`config.mk`:
```
export PLATFORM = sky130hd
export DESIGN_NAME = pcc_front
export DESIGN_NICKNAME = d
export VERILOG_FILES = /design/src/design/pcc_pkg.sv /design/src/design/pcc_front.sv
export SDC_FILE = /design/constraint.sdc
export NUM_CORES = 1
export LEC_CHECK = 0
export BUFFER_PORTS_ARGS = -buffer_cell sky130_fd_sc_hd__buf_4
export CORE_ASPECT_RATIO = 0.5
export CORE_MARGIN = 4
export CORE_UTILIZATION = 45
export DETAILED_ROUTE_END_ITERATION = 7
export GPL_TIMING_DRIVEN = 0
export MAX_ROUTING_LAYER = met4
export PLACE_DENSITY = 0.75
export SETUP_SLACK_MARGIN = 0.05
export SLEW_MARGIN = 20
export SYNTH_ARGS = -nofsm -noshare
export SYNTH_HDL_FRONTEND = slang
export SYNTH_SLANG_ARGS = --single-unit
```
`constraint.sdc`:
```
create_clock -name clk -period 4.5 [get_ports clk]
set_input_delay 0.9 -clock clk [delete_from_list [all_inputs] [get_ports clk]]
set_output_delay 0.9 -clock clk [all_outputs]
set_load 0.01 [all_outputs]
```
`src/design/pcc_pkg.sv`:
```
`default_nettype none
package pcc_pkg;

  localparam int CAL_W     = 16;
  localparam int CAL_IDX_W = 3;

  // configuration register indexes
  localparam logic [CAL_IDX_W-1:0] CFG_PRES_SENS  = 3'd0;
  localparam logic [CAL_IDX_W-1:0] CFG_PRES_OFF   = 3'd1;
  localparam logic [CAL_IDX_W-1:0] CFG_SENS_TC    = 3'd2;
  localparam logic [CAL_IDX_W-1:0] CFG_OFF_TC     = 3'd3;
  localparam logic [CAL_IDX_W-1:0] CFG_TEMP_REF   = 3'd4;
  localparam logic [CAL_IDX_W-1:0] CFG_TEMP_COEFF = 3'd5;

  // queue between front and back
  localparam int MQ_DEPTH = 4;
  localparam int MQ_PTR_W = 2;
  localparam int MQ_CNT_W = 3;

  // result queue; also the credit window of the back pipeline
  localparam int OQ_DEPTH = 16;
  localparam int OQ_PTR_W = 4;
  localparam int OQ_CNT_W = 5;

  localparam int PIPE_DEPTH = 8;

  typedef struct packed {
    logic [23:0] raw_pressure;
    logic [23:0] raw_temperature;
  } in_item_t;

  typedef struct packed {
    logic signed [14:0] temperature;
    logic [16:0]        pressure;
    logic               clipped;
  } out_item_t;

  typedef struct packed {
    logic [CAL_W-1:0] c1;
    logic [CAL_W-1:0] c2;
    logic [CAL_W-1:0] c3;
    logic [CAL_W-1:0] c4;
    logic [CAL_W-1:0] c5;
    logic [CAL_W-1:0] c6;
  } cal_t;

  // item after the front: raw pressure and difference temperature
  typedef struct packed {
    logic [23:0]        d1;
    logic signed [24:0] dt;
  } work_t;

endpackage
`default_nettype wire

```
`src/design/pcc_front.sv`:
```
`default_nettype none
module pcc_front
  import pcc_pkg::*;
(
  input  wire logic       clk,
  input  wire logic       rst_n,
  input  wire logic       push,
  output logic            full,
  input  wire in_item_t   in_item,
  input  wire logic [CAL_W-1:0] ref_temp,
  input  wire logic       deq,
  output logic            q_valid,
  output work_t           q_item
);

  logic [MQ_CNT_W-1:0] cnt_r, cnt_nxt;
  logic [MQ_PTR_W-1:0] wr_r, wr_nxt;
  logic [MQ_PTR_W-1:0] rd_r, rd_nxt;
  work_t               mem_r [MQ_DEPTH];
  work_t               entry;
  logic                do_push;
  logic                do_pop;

  assign full    = (cnt_r == MQ_CNT_W'(MQ_DEPTH));
  assign q_valid = (cnt_r != '0);
  assign q_item  = mem_r[rd_r];
  assign do_push = push && !full;
  assign do_pop  = deq && q_valid;

  // difference temperature: raw reading minus reference scaled by 256
  always_comb begin
    entry.d1 = in_item.raw_pressure;
    entry.dt = $signed({1'b0, in_item.raw_temperature}) - $signed({1'b0, ref_temp, 8'h00});
  end

  always_comb begin
    wr_nxt  = do_push ? wr_r + MQ_PTR_W'(1) : wr_r;
    rd_nxt  = do_pop  ? rd_r + MQ_PTR_W'(1) : rd_r;
    cnt_nxt = cnt_r;
    case ({do_push, do_pop})
      2'b10:   cnt_nxt = cnt_r + MQ_CNT_W'(1);
      2'b01:   cnt_nxt = cnt_r - MQ_CNT_W'(1);
      default: cnt_nxt = cnt_r;
    endcase
  end

  always_ff @(posedge clk) begin
    if (!rst_n) begin
      cnt_r <= '0;
      wr_r  <= '0;
      rd_r  <= '0;
    end else begin
      cnt_r <= cnt_nxt;
      wr_r  <= wr_nxt;
      rd_r  <= rd_nxt;
    end
  end

  always_ff @(posedge clk) begin
    if (do_push) begin
      mem_r[wr_r] <= entry;
    end
  end

endmodule
`default_nettype wire

```
-- Yosys cells after proc, flatten, opt, wreduce, memory -nomap -nowiden
Memory sizes are Yosys's and may differ from the RTL's. A register that Yosys moved wholly into a read port is not among the register bits.
Cells that the tools add are included.
- bits in registers: 7
- latch bits: 0
- RAM bits: 196
- ROM bits: 0
- logic and storage cells: 22
- memories kept: 1
- memory list (memory ; words ; width ; read ports ; clocked after Yosys merged registers in ; write ports ; line ; source):
    mem_r ; 4 ; 49 ; 1 ; 1 ; 1 ; pcc_front.sv:19 ; work_t mem_r [MQ_DEPTH];
- $add $sub $neg: 5
- $mul: 0
- div/mod/pow operators: 0
- order comparisons: 0
- eq/ne operators: 3
- shifts and indexed selects: 0
- multiplexer cells: 5
- bitwise gates (word level): 0
- reductions and logical operators: 5
- operators with widths (cell ; number):
    24-bit by 24-bit subtractor with 25-bit output ; 1
    3-bit case mux with 2 select lines ; 1
    2-bit by 1-bit adder with 2-bit output (second input constant) ; 2
    2-bit 2-to-1 mux ; 2
    3-bit by 1-bit adder with 3-bit output (second input constant) ; 1
    3-bit == test (second input constant) ; 1
    3-bit nonzero test ; 1
    3-bit by 1-bit subtractor with 3-bit output (second input constant) ; 1
    2-bit by 1-bit == test with 1-bit output (second input constant) ; 1
    2-bit == test (second input constant) ; 1
    1-bit logical AND ; 2
    1-bit 2-to-1 mux ; 2
    2-bit nonzero test ; 1
    1-bit logical NOT ; 1

-- Longest topological paths before layout
- depth after elaboration: 5
- mapped depth: 11

-- Least setup slack after synthesis
OpenSTA, ideal clock, no wires.
- path type: input -> register
- from: in push
- to: mem mem_r[0][0] in the netlist's numbering, enable pin
- arrival time: 2.354 ns
- setup slack: 1.735 ns
- stages: 3
- path through: nor2b_1 -> buf_2 -> and2_1
- word-level cells in the longest chain between the ends: 3
- RTL lines (what ; line ; source):
    from (decl) ; pcc_front.sv:7 ; input wire logic push,
    1-bit logical AND ; pcc_front.sv:27 ; assign do_push = push && !full;
    1-bit 2-to-1 mux ; pcc_front.sv:60 ; if (do_push) begin
    1-bit 2-to-1 mux (implied by the code) ; pcc_front.sv:61 ; mem_r[wr_r] <= entry;
    to (decl) ; pcc_front.sv:19 ;
No other way between the ends.

==> impl_metrics.yaml <==
clock_network:
  cts_inserted_buffers: 19
  post_cts_buffers: 0
  cts_sinks: 205
  root_buffer: "clkbuf_16"
  clockBufferDepth: 3
  worstSkewPairLatency_ps: 490
  ctsResizeCount: 0
  ctsHoldBuffers: 0
  clk_pin_slew_ps: 70
  htreeDepth: 1
  cts_tree: "yes"
die:
  rows: 34
  core_area_um2: 17800
  die_area_um2: 21100
  die_w_um: 201
  die_height_um: 105
  initial_utilization: 0.472
  io_pins: 119
grt:
  grt_max_degree: 38
  grt_pass1_vias: 4603
  grt_use_total: 0.150
  antenna_found_initial: 0
  grt_pass1_wl_um: 24700
  grt-ovfl-total: 0
detailed_routing:
  routed_via_density: 5.25
  routed-via-count: 4343
  routedWlPerCell_um: 18.5
  first_iter_violations: 251
  finalWirelength_um: 15300
  drc: 0
  dr.pass1.iters: 4
  antenna_left: 0
finish:
  drive_above_1_share: 0.373
  diodes: 0
  postLayoutCellArea_um2: 10300
  post-route-util: 0.581
  fin_nets: 671
  multi_input_area_um2: 2160
  seqCellArea_um2: 6070
  fin_cells: 827
  fillers: 1335
  area_growth_pct: 23.1
synth:
  yosysTopAreaCell: "edfxtp_1"
  ys_ff_latch: 205
  synth-seq-area-share: 0.722
  synthTopCellsByArea: "edfxtp_1, mux4_2, ha_1, dfxtp_1, inv_1"
  syn_nets: 528
  yosysWarnings: 0
  synth_area_um2: 8400
  netlist_instances: 437
  synth_edf_count: 196
  async_reset_ff_frac: 0
  avgSynthCellArea_um2: 19.2
  synthFlopType: "edfxtp_1"
  synth_cell_types: 46
  synth_top_area_frac: 0.700
timing:
  finalSetupTns_ps: 0
  worst_slew_pin_slew_ps: 681
  setup_viol: 0
  timing.fmax_mhz: 313
  fin_crit_sh: 0.710
  fin_crit_ps: 3200
  rsz0062_at_grt: "no"
  skew_ps: 14.0
  worst_slack_ps: 1300
  drv_slew: 0
  timing.final.hold_violations: 0
  max_slew_margin: 0.546
placed_design:
  gp_congestion: 0.738
  port_buffers: 118
  dpl.cell_count: 793
  place_hpwl_um: 10500
  place_ws_ps: 1450
  placed_area_um2: 9670
setup_path:
  r2r_setup_slack_ps: 2320
  path_class: "flop to output port"
  cp_max_fo: 10
  arrival_ps: 2300
  cp_data_required_time_ps: 3600
  startpoint_type: "flop"
  end_kind: "output port"
power:
  leakage_uw: 0.00373
  ir_worst_vdd_mv: 0.200
  powerDensity_nw_per_um2: 545
min_path:
  min_path_type: "flop to flop"
job:
  maxCapViolations: 0
run_status:
  status: "complete, no violations"
## metrics by stage
stage | power (uW) | hold WS [ps]
4_1_cts | 5730 | 505
5_1_grt | 5920 | 544
3_3_place_gp | 3960 | 481
2_1_floorplan | 3350 | 468
3_5_place_dp | 4000 | 496
6_report | 5640 | 498
## synth_stat cells (2+ instances only)
master and n:
a21oi_1 13, nand2b_1 4, a311oi_1 2, clkbuf_1 4, o21ai_1 4, nor2_1 6, mux4_2 49, and2_1 11
buf_4 5, nand2_1 14, xor2_1 7, or3_1 2, edfxtp_1 196, dfxtp_1 9, fa_1 2, nand3_1 2
nor2b_1 4, o21ai_0 7, ha_1 21, a21o_1 2, xnor2_1 9, inv_1 27, nand4_1 2, buf_2 5
and3_1 2, o211ai_1 2, a21oi_2 3, nor3_1 2, buf_1 2, mux2i_1 2, o22ai_1 2
## worst max-delay path, stage by stage (launching register included)
cell     delay [ps]
dfxtp_1         400
buf_1           510
buf_2           380
mux4_2          350
buf_4           160
## power breakdown
group          leakage, uW  switching (uW)  internal, uW
clock             0.000333             658          1060
combinational      0.00152             728           785
sequential         0.00187            50.5          2350
total              0.00373            1440          4200
## sequential cells by signal, indices dropped and copies added, names as in the netlist, named ones only
| name | count |
|---|---|
| rd_r | 2 |
| cnt_r | 3 |
| mem_r | 196 |
| wr_r | 2 |
## placed cells by master, fill, tap and decap left out, types with 6 or more instances in the layout
master,instances
a21oi_1,13
and2_1,7
buf_4,123
clkbuf_16,19
dfxtp_1,9
edfxtp_1,196
ha_1,21
inv_1,27
mux4_2,49
nand2_1,14
nor2_1,6
o21ai_0,7
xnor2_1,9
xor2_1,7
## per-layer routing
layer	wire length, um	GRT usage	vias to the layer above	part of all wire
met5	0	-	-	0
met4	265	0.0351	0	0.017
met3	645	0.0266	27	0.042
met2	7870	0.256	107	0.51
met1	6530	0.192	2179	0.43
li1	-	-	2030	-
## kinds of logic (layout without fill, tap and decap cells)
group / count (synthesis) / in the layout / share of synthesized area
simple gates: 53 / 53 / 0.0336
compound gates: 46 / 46 / 0.0360
xor+xnor: 16 / 16 / 0.0167
flops: 205 / 205 / 0.722
buf+inv: 43 / 199 / 0.0222
mux: 51 / 51 / 0.134
fa+ha+maj: 23 / 23 / 0.0360
## layout make-up
cell class                 instances  share of cell area
buffer                            16             0.00822
clock buffer                      20              0.0463
clock inverter                    14              0.0191
inverter                          27             0.00979
multi-input combinational        189               0.209
sequential                       205               0.586
tap                              234              0.0283
timing repair buffer             122              0.0933
## final timing paths
| check | depth (start not counted) | start | to |
|---|---|---|---|
| setup / recovery | 4 | flop | q_item[38] |
| hold / removal | 2 | cnt_r[2] | cnt_r[2] |
| setup reg to reg | 11 | cnt_r[0] | cnt_r[2] |
| hold reg to reg | 2 | cnt_r[2] | cnt_r[2] |
No activity file was read; power rests on OpenSTA's default activity.
