**src/design/pcc_pkg.sv**
```systemverilog
`default_nettype none
package pcc_pkg;

  localparam int CAL_W     = 16;
  localparam int CAL_IDX_W = 3;

  // configuration register indexes
  localparam logic [CAL_IDX_W-1:0] CFG_PRES_SENS  = 3'd0;
  localparam logic [CAL_IDX_W-1:0] CFG_PRES_OFF   = 3'd1;
  localparam logic [CAL_IDX_W-1:0] CFG_SENS_TC    = 3'd2;
  localparam logic [CAL_IDX_W-1:0] CFG_OFF_TC     = 3'd3;
  localparam logic [CAL_IDX_W-1:0] CFG_TEMP_REF   = 3'd4;
  localparam logic [CAL_IDX_W-1:0] CFG_TEMP_COEFF = 3'd5;

  // queue between front and back
  localparam int MQ_DEPTH = 4;
  localparam int MQ_PTR_W = 2;
  localparam int MQ_CNT_W = 3;

  // result queue; also the credit window of the back pipeline
  localparam int OQ_DEPTH = 16;
  localparam int OQ_PTR_W = 4;
  localparam int OQ_CNT_W = 5;

  localparam int PIPE_DEPTH = 8;

  typedef struct packed {
    logic [23:0] raw_pressure;
    logic [23:0] raw_temperature;
  } in_item_t;

  typedef struct packed {
    logic signed [14:0] temperature;
    logic [16:0]        pressure;
    logic               clipped;
  } out_item_t;

  typedef struct packed {
    logic [CAL_W-1:0] c1;
    logic [CAL_W-1:0] c2;
    logic [CAL_W-1:0] c3;
    logic [CAL_W-1:0] c4;
    logic [CAL_W-1:0] c5;
    logic [CAL_W-1:0] c6;
  } cal_t;

  // item after the front: raw pressure and difference temperature
  typedef struct packed {
    logic [23:0]        d1;
    logic signed [24:0] dt;
  } work_t;

endpackage
`default_nettype wire

```
**src/design/pcc_outq.sv**
```systemverilog
`default_nettype none
module pcc_outq
  import pcc_pkg::*;
(
  input  wire logic      clk,
  input  wire logic      rst_n,
  input  wire logic      res_valid,
  input  wire out_item_t res_item,
  input  wire logic      pop,
  output logic           empty,
  output out_item_t      out_item,
  output logic           pop_ok
);

  logic [OQ_CNT_W-1:0] cnt_r, cnt_nxt;
  logic [OQ_PTR_W-1:0] wr_r, wr_nxt;
  logic [OQ_PTR_W-1:0] rd_r, rd_nxt;
  out_item_t           mem_r [OQ_DEPTH];

  assign empty    = (cnt_r == '0);
  assign out_item = mem_r[rd_r];
  assign pop_ok   = pop && !empty;

  // no full check: the back pipeline only issues against free entries
  always_comb begin
    wr_nxt  = res_valid ? wr_r + OQ_PTR_W'(1) : wr_r;
    rd_nxt  = pop_ok    ? rd_r + OQ_PTR_W'(1) : rd_r;
    cnt_nxt = cnt_r;
    case ({res_valid, pop_ok})
      2'b10:   cnt_nxt = cnt_r + OQ_CNT_W'(1);
      2'b01:   cnt_nxt = cnt_r - OQ_CNT_W'(1);
      default: cnt_nxt = cnt_r;
    endcase
  end

  always_ff @(posedge clk) begin
    if (!rst_n) begin
      cnt_r <= '0;
      wr_r  <= '0;
      rd_r  <= '0;
    end else begin
      cnt_r <= cnt_nxt;
      wr_r  <= wr_nxt;
      rd_r  <= rd_nxt;
    end
  end

  always_ff @(posedge clk) begin
    if (res_valid) begin
      mem_r[wr_r] <= res_item;
    end
  end

endmodule
`default_nettype wire

```
**config.mk**
```make
export PLATFORM = sky130hd
export DESIGN_NAME = pcc_outq
export DESIGN_NICKNAME = d
export VERILOG_FILES = /design/src/design/pcc_pkg.sv /design/src/design/pcc_outq.sv
export SDC_FILE = /design/constraint.sdc
export NUM_CORES = 1
export LEC_CHECK = 0
export BUFFER_PORTS_ARGS = -buffer_cell sky130_fd_sc_hd__buf_2
export CORE_MARGIN = 2
export CORE_UTILIZATION = 50
export CTS_BUF_LIST = sky130_fd_sc_hd__clkbuf_2
export DETAILED_ROUTE_END_ITERATION = 8
export GPL_TIMING_DRIVEN = 0
export PLACE_DENSITY = 0.63
export SYNTH_ARGS = -nofsm -noshare
export SYNTH_HDL_FRONTEND = slang
export SYNTH_SLANG_ARGS = --single-unit
```
**constraint.sdc**
```tcl
create_clock -name clk -period 3.81 [get_ports clk]
set_clock_uncertainty 0.05 [all_clocks]
set_input_delay 0.762 -clock clk [delete_from_list [all_inputs] [get_ports clk]]
set_output_delay 0.762 -clock clk [all_outputs]
set_load 0.02 [all_outputs]
```
# Word level (Yosys, flattened, before mapping)
# Memory sizes are Yosys's and may differ from the RTL's. A register that Yosys moved wholly into a read port is not among the register bits.
# Cells that the tools add are included.
# op_classes
eq_ne	2
reduce_logical	4
n_mux	5
add_sub_neg	4
# op_table
cell	count
$pmux W5 S2	1
$add A4 B1 Y4 const B	2
$mux W4	2
$add A5 B1 Y5 const B	1
$logic_not A5 Y1	1
$sub A5 B1 Y5 const B	1
$eq A2 B1 Y1 const B	1
$eq A2 B2 Y1 const B	1
$mux W1	2
$reduce_bool A2 Y1	1
$logic_and A1 B1 Y1	1
$logic_not A1 Y1	1
# totals
mem_bits_rw	528
mem_count	1
elab_cells	19
ff_bits	13
out_inout_bits	35
# memory_table
name	depth	width	read_ports	rd_ports_with_merged_regs	wr	line_no	text
mem_r	16	33	1	1	1	pcc_outq.sv:18	out_item_t mem_r [OQ_DEPTH];

# Depth between registers and ports, before layout
# Gate-level depths: netlist of run 1.
# depth
word_depth	5
mapped_depth	11
depth_no_buf	10

# Least setup slack after synthesis of run 1
# No wires, ideal clock.
# synth_timing
path_kind	reg2reg
startpoint	reg cnt_r[0]
endpoint	reg cnt_r[4]
path_stages_with_launch	12
path_buffers	1
setup_ns	0.134
t_arrival_ns	2.927
synth_period_minus_slack_ns	3.111
setup_slack_ns	0.699
cell_sequence	dfxtp_1 -> or4_4 -> o21ai_4 -> inv_2 -> ha_1 -> buf_6 -> xor2_1 -> ha_1 -> a21o_1 -> o311ai_2 -> nor3_1 -> or4b_1
# synth_between
elab_chain_cells	5
# synth_lines
element	line_no	text
start: declaration	pcc_outq.sv:15	logic [OQ_CNT_W-1:0] cnt_r, cnt_nxt;
start signal: assignment	pcc_outq.sv:42	cnt_r <= cnt_nxt;
$logic_not A5 Y1 (*)	pcc_outq.sv:20	assign empty = (cnt_r == '0);
$logic_not A1 Y1 (*)	pcc_outq.sv:22	assign pop_ok = pop && !empty;
$logic_and A1 B1 Y1 (*)	pcc_outq.sv:22	
named net pop_ok	pcc_outq.sv:12	output logic pop_ok
$eq A2 B1 Y1 / $eq A2 B2 Y1 (equally long branches)	pcc_outq.sv:29	case ({res_valid, pop_ok})
$pmux W5 S2 / $reduce_bool A2 Y1 (equally long branches)	-	
# Mark *: on every way through the listed nets, which the timed path passes. The rest lies on a longest branch.
# A chain may end at the register's enable or synchronous reset.

==> summary.txt, run 1 <==
Avg WL per Cell: 24.3 um
WHS: 0.150 ns
Drt drc: 0
Crit-path cells: nor2_1 -> clkbuf_2 -> a22oi_2 -> nand2_1 -> buf_2
Crit path max fanout: 10
I/O Buffers: 70
Final slew viol count: 0
Row cnt: 74
Worst-Margin Slew: 0.766 ns
Synth-to-Final Area Change: 15.9%
Top-level I/O count: 72
GRT Total Usage: 0.208
Area of the multi-input gates: 4400 sq um
Final worst setup slack: 0.136 ns
Total negative slack: 0 ns
Yosys top cell area share: 0.764
Number of flops mapped to enable cells by yosys: 528
Worst EP required: 3.00 ns
Placer congestion estimate: 0.706
Period minus WS final: 3.67 ns
Vias in the first global route: 11000
Post-DR vias/cell: 5.70
CTS root buf: clkbuf_2
Gate Count Post-Synth: 924
Initial drt markers: 855
Largest net degree at the start of global routing: 26
RSZ-0062 raised after global routing: true
Cell area after layout: 24000 sq um
Max Clk Rate: 272 MHz
CP Capture Type: primary output
Final setup vio count: 0
Slowest stage cell on the critical path: nor2_1
Kind of critical path: flop to primary output
GR Layer Usage met1: 0.283
Synth Warn #: 0
CTS sink cnt: 545
Clk slew on worst S/H paths: 0.10 ns
Startpoint types: flop
Initial Util: 0.507
Outcome: completed
Layout cells sized above 1: 0.406
PwrDens: 579 nW/um^2
Placed cell area: 22100 sq um
Post-synth cell types: 42
Pleak: 8.00 nW
Global-route wire length before repair: 65.9 mm
Commonest cells in the netlist: edfxtp_1 (528), mux4_2 (132), a22oi_1 (66)
Worst EP arrival: 2.86 ns
Grt met3 use: 0.0480
Largest stage delay on the critical path: 0.60 ns
Net Count, Synth: 970
Hpwl dp: 26.4 mm
WL final: 43.9 mm
GR Util met2: 0.336
Post-synth top area cell: edfxtp_1
Synthesized flop and latch total: 545
Utilization after layout: 0.587
Largest cells by area after synthesis: edfxtp_1 (76%), mux4_2 (14%), a22oi_1 (2.4%), dfxtp_1 (1.6%), and2_1 (0.72%)
Latest clock arrival within the worst-skew pair: 1.04 ns
Slew HR: 0.488
Aggregate global routing overflow: 0
CTS Buffer Depth: 3
Post-synthesis sequential area ratio: 0.781
Core area: 40900 sq um
Die X: 208 um
Synth Area per Inst: 22.4 sq um
Depth of the CTS H-tree: 4
Via count of the routed design: 10300
Max-Cap Viols: 0
Syn Std Cell Area: 20700 sq um
Drt pass-1 iters: 5
Antenna viol nets, final: 0
CTS tree: built
Final Hold Fails: 0
Fillers: 3100
CTS Buf Count: 137
Synth async-reset ratio: 0
FF/Latch Area: 16200 sq um
GRT busiest layer: met2
Ys flop type: edfxtp_1
Die height: 208 um
Die area: 43100 sq um
Most common cell in the netlist: edfxtp_1
Pre-CTS WS: 0.531 ns
Hold Path Class: primary input to flop
Peak VDD IR: 0.000408 V
Antenna violations before repair: 1
Fin crit share: 0.964
Final net count: 1231
-- repair_timing --
item / in CTS / in global routing
endpoints found under the setup margin: 33 / 30
cloned: 0 / 2
resized for setup: 74 / 25
buffers inserted: 1 / 0
endpoints found under the hold margin: 492 / 0
pin swaps: 4 / 4
hold buffers: 33 / 0
-- final timing paths --
path | cells past startpoint | to | slack [ns] | startpoint
worst min-delay path | 4 | rd_r[1] | 0.15 | pop
worst max register to register | 11 | cnt_r[4] | 0.56 | cnt_r[2]
worst max-delay path | 5 | out_item[27] | 0.14 | flop
worst min register to register | 2 | rd_r[1] | 0.53 | rd_r[1]
-- power by group --
part           total (mW)  switching [mW]  internal [mW]  leakage, nW
Combinational        3.33            1.64           1.68         2.14
Sequential           6.73          0.0620           6.67         4.91
Clock                3.85            2.20           1.66        0.951
Total                13.9            3.90           10.0         8.00
-- worst max-delay path: cells and delay by family (launching register included) --
| family | cells | cell delay [ns] |
|---|---|---|
| and+or+nand+nor | 2 | 0.72 |
| DFF | 1 | 0.34 |
| AOI/OAI and AO/OA | 1 | 0.14 |
| buffers and inverters | 2 | 0.64 |
-- sequential cells by signal (all words and copies together) (netlist names), named ones only --
signal	cells
wr_r	4
rd_r	4
cnt_r	5
mem_r	528
-- cell type report --
| class | count | share of cell area |
|---|---|---|
| timing repair buffer | 122 | 0.0440 |
| multi-input combinational | 325 | 0.183 |
| sequential | 545 | 0.674 |
| tap | 532 | 0.0277 |
| clock inverter | 29 | 0.00921 |
| buffer | 50 | 0.0195 |
| antenna | 2 | 0.000208 |
| clock buffer | 200 | 0.0416 |
| inverter | 4 | 0.000625 |
-- per-stage QoR --
| stage | std cells | power [mW] |
|---|---|---|
| 3_3_place_gp | 1526 | 9.86 |
| 5_1_grt | 1809 | 14.6 |
| 6_report | 1809 | 13.9 |
| 3_5_place_dp | 1542 | 9.90 |
| 2_1_floorplan | 924 | 9.06 |
| 4_1_cts | 1805 | 13.9 |
-- cell families after synthesis --
group | count (synthesis) | share of synthesized area
AOI/OAI and AO/OA | 78 | 0.0289
and+or+nand+nor | 95 | 0.0242
buffers and inverters | 54 | 0.0125
xor gates and xnor gates | 8 | 0.00338
DFF | 545 | 0.781
adders and majority gates | 9 | 0.00543
muxes | 135 | 0.145
-- layer usage --
metal	wire length [um]	vias to the layer above	share of wire
met5	0	-	0
met2	22100	350	0.50
met1	18400	5401	0.42
met4	719	0	0.016
li1	-	4505	-
met3	2700	62	0.061
-- cells in the final DEF (no fill, tap or decap), drive strengths merged, types with 8 or more instances in the layout --
master       instances
a22oi               66
and2                24
buf                115
clkbuf             224
clkinv              21
dfxtp               17
dlygate4sd3         33
edfxtp             528
ha                   9
inv                  8
mux4               132
nand2               37
No activity file was read; power rests on OpenSTA's default activity.
==> run 2: changes to the inputs <==
Settings changed: RECOVER_POWER from default to 25.
==> summary.txt, run 2 (synthesized netlist as in run 1, its figures left out) <==
Antenna violations before repair: 1
Biggest register: mem_r
Slowest stage cell on the critical path: nor2_1
Final worst setup slack: 0.127 ns
Commonest non-fill, non-tap cell in the layout: edfxtp_1
Die height: 208 um
CP Buf/Inv Count: 2
GRT Total Usage: 0.208
Period minus WS final: 3.68 ns
Crit-path leading delay family: simple AND/OR/NAND/NOR gates
I/O Buffers: 70
Outcome: completed
Worst EP required: 3.00 ns
FF/Latch Area: 16200 sq um
CTS Buf Count: 137
Top-level I/O count: 72
Aggregate global routing overflow: 0
Startpoint types: flop
Latest clock arrival within the worst-skew pair: 1.04 ns
Post-DR vias/cell: 5.68
Pre-CTS WS: 0.531 ns
Placer congestion estimate: 0.706
Final setup vio count: 0
RSZ-0062 raised after global routing: true
Final Hold Fails: 0
CP Capture Type: primary output
CTS sink cnt: 545
Final net count: 1231
Synth-to-Final Area Change: 15.7%
Max-Cap Viols: 0
CTS Buffer Depth: 3
Die X: 208 um
Vias in the first global route: 11000
Crit path max fanout: 10
WHS: 0.152 ns
Layout cells sized above 1: 0.387
Final slew viol count: 0
Max Clk Rate: 272 MHz
Pleak: 7.93 nW
Avg WL per Cell: 24.3 um
Kind of critical path: flop to primary output
Design Power: 13.9 mW
Utilization after layout: 0.586
CTS tree: built
Largest stage delay on the critical path: 0.61 ns
Slew HR: 0.479
CTS root buf: clkbuf_2
WL final: 44.0 mm
Antenna viol nets, final: 0
Placed cells: 1542
Worst EP arrival: 2.87 ns
Via count of the routed design: 10300
Total negative slack: 0 ns
Global-route wire length before repair: 65.9 mm
Placed cell area: 22100 sq um
Crit-path cells: nor2_1 -> clkbuf_2 -> a22oi_2 -> nand2_1 -> buf_2
Peak VDD IR: 0.000408 V
Cell area after layout: 24000 sq um
Largest register FFs: 528
Largest registers: mem_r: 528 flops, cnt_r: 5 flops
PwrDens: 580 nW/um^2
Drt drc: 0
Area of the multi-input gates: 4400 sq um
Fillers: 3116
Clk slew on worst S/H paths: 0.09 ns
Hpwl dp: 26.4 mm
Hold Path Class: primary input to flop
Post-Layout Cell Count: 1809
Largest net degree at the start of global routing: 26
Fin crit share: 0.967
Drt pass-1 iters: 5
Die area: 43100 sq um
Core area: 40900 sq um
Row cnt: 74
Depth of the CTS H-tree: 4
Initial Util: 0.507
Initial drt markers: 842
Most frequent cells in the layout: edfxtp_1 (528), clkbuf_2 (214), mux4_2 (132)
Worst-Margin Slew: 0.779 ns
[run 2: cell types whose count changed in the layout (fill, tap and decap cells not counted)]
cell      change
clkbuf_1     +25
buf_2        -25
[run 2: where the power goes]
part	switching (mW)	leakage [nW]	internal [mW]
clock	2.19	0.951	1.66
combinational	1.65	2.07	1.68
sequential	0.0620	4.91	6.67
total	3.90	7.93	10.0
[run 2: routing by layer]
layer	vias to the layer above	global-route usage	part of all wire
met4	0	0.0707	0.017
met5	-	0	0
met1	5351	0.283	0.42
li1	4510	-	-
met2	343	0.336	0.50
met3	70	0.0480	0.059
[run 2: final cells by class]
cell class / count / area share
timing repair buffer: 122 / 0.0428
buffer: 50 / 0.0195
inverter: 4 / 0.000626
clock buffer: 200 / 0.0417
clock inverter: 29 / 0.00923
sequential: 545 / 0.675
multi-input combinational: 325 / 0.183
tap: 532 / 0.0277
antenna: 2 / 0.000209
[run 2: worst register-to-register path, cell delays in order (launching register included)]
cell,delay (ns)
dfxtp_1,0.40
or4_4,0.54
o21ai_4,0.24
inv_2,0.09
ha_1,0.21
buf_6,0.14
xor2_1,0.14
ha_1,0.20
a21o_1,0.19
o311ai_2,0.36
nor3_1,0.10
or4b_1,0.51
[run 2: final timing paths]
| kind | cells past startpoint | slack, ns | endpoint | startpoint |
|---|---|---|---|---|
| setup / recovery | 5 | 0.13 | out_item[27] | flop |
| hold / removal | 4 | 0.15 | rd_r[1] | pop |
| setup reg to reg | 11 | 0.55 | cnt_r[4] | cnt_r[2] |
| hold reg to reg | 2 | 0.53 | rd_r[1] | rd_r[1] |
[run 2: timing repair]
| action | CTS | global route |
|---|---|---|
| gates cloned | 0 | 2 |
| endpoints found under the hold margin | 492 | 0 |
| hold buffers | 33 | 0 |
| setup buffers | 1 | 0 |
| pin swaps | 4 | 4 |
| resized for setup | 74 | 25 |
| setup endpoints to repair | 33 | 30 |
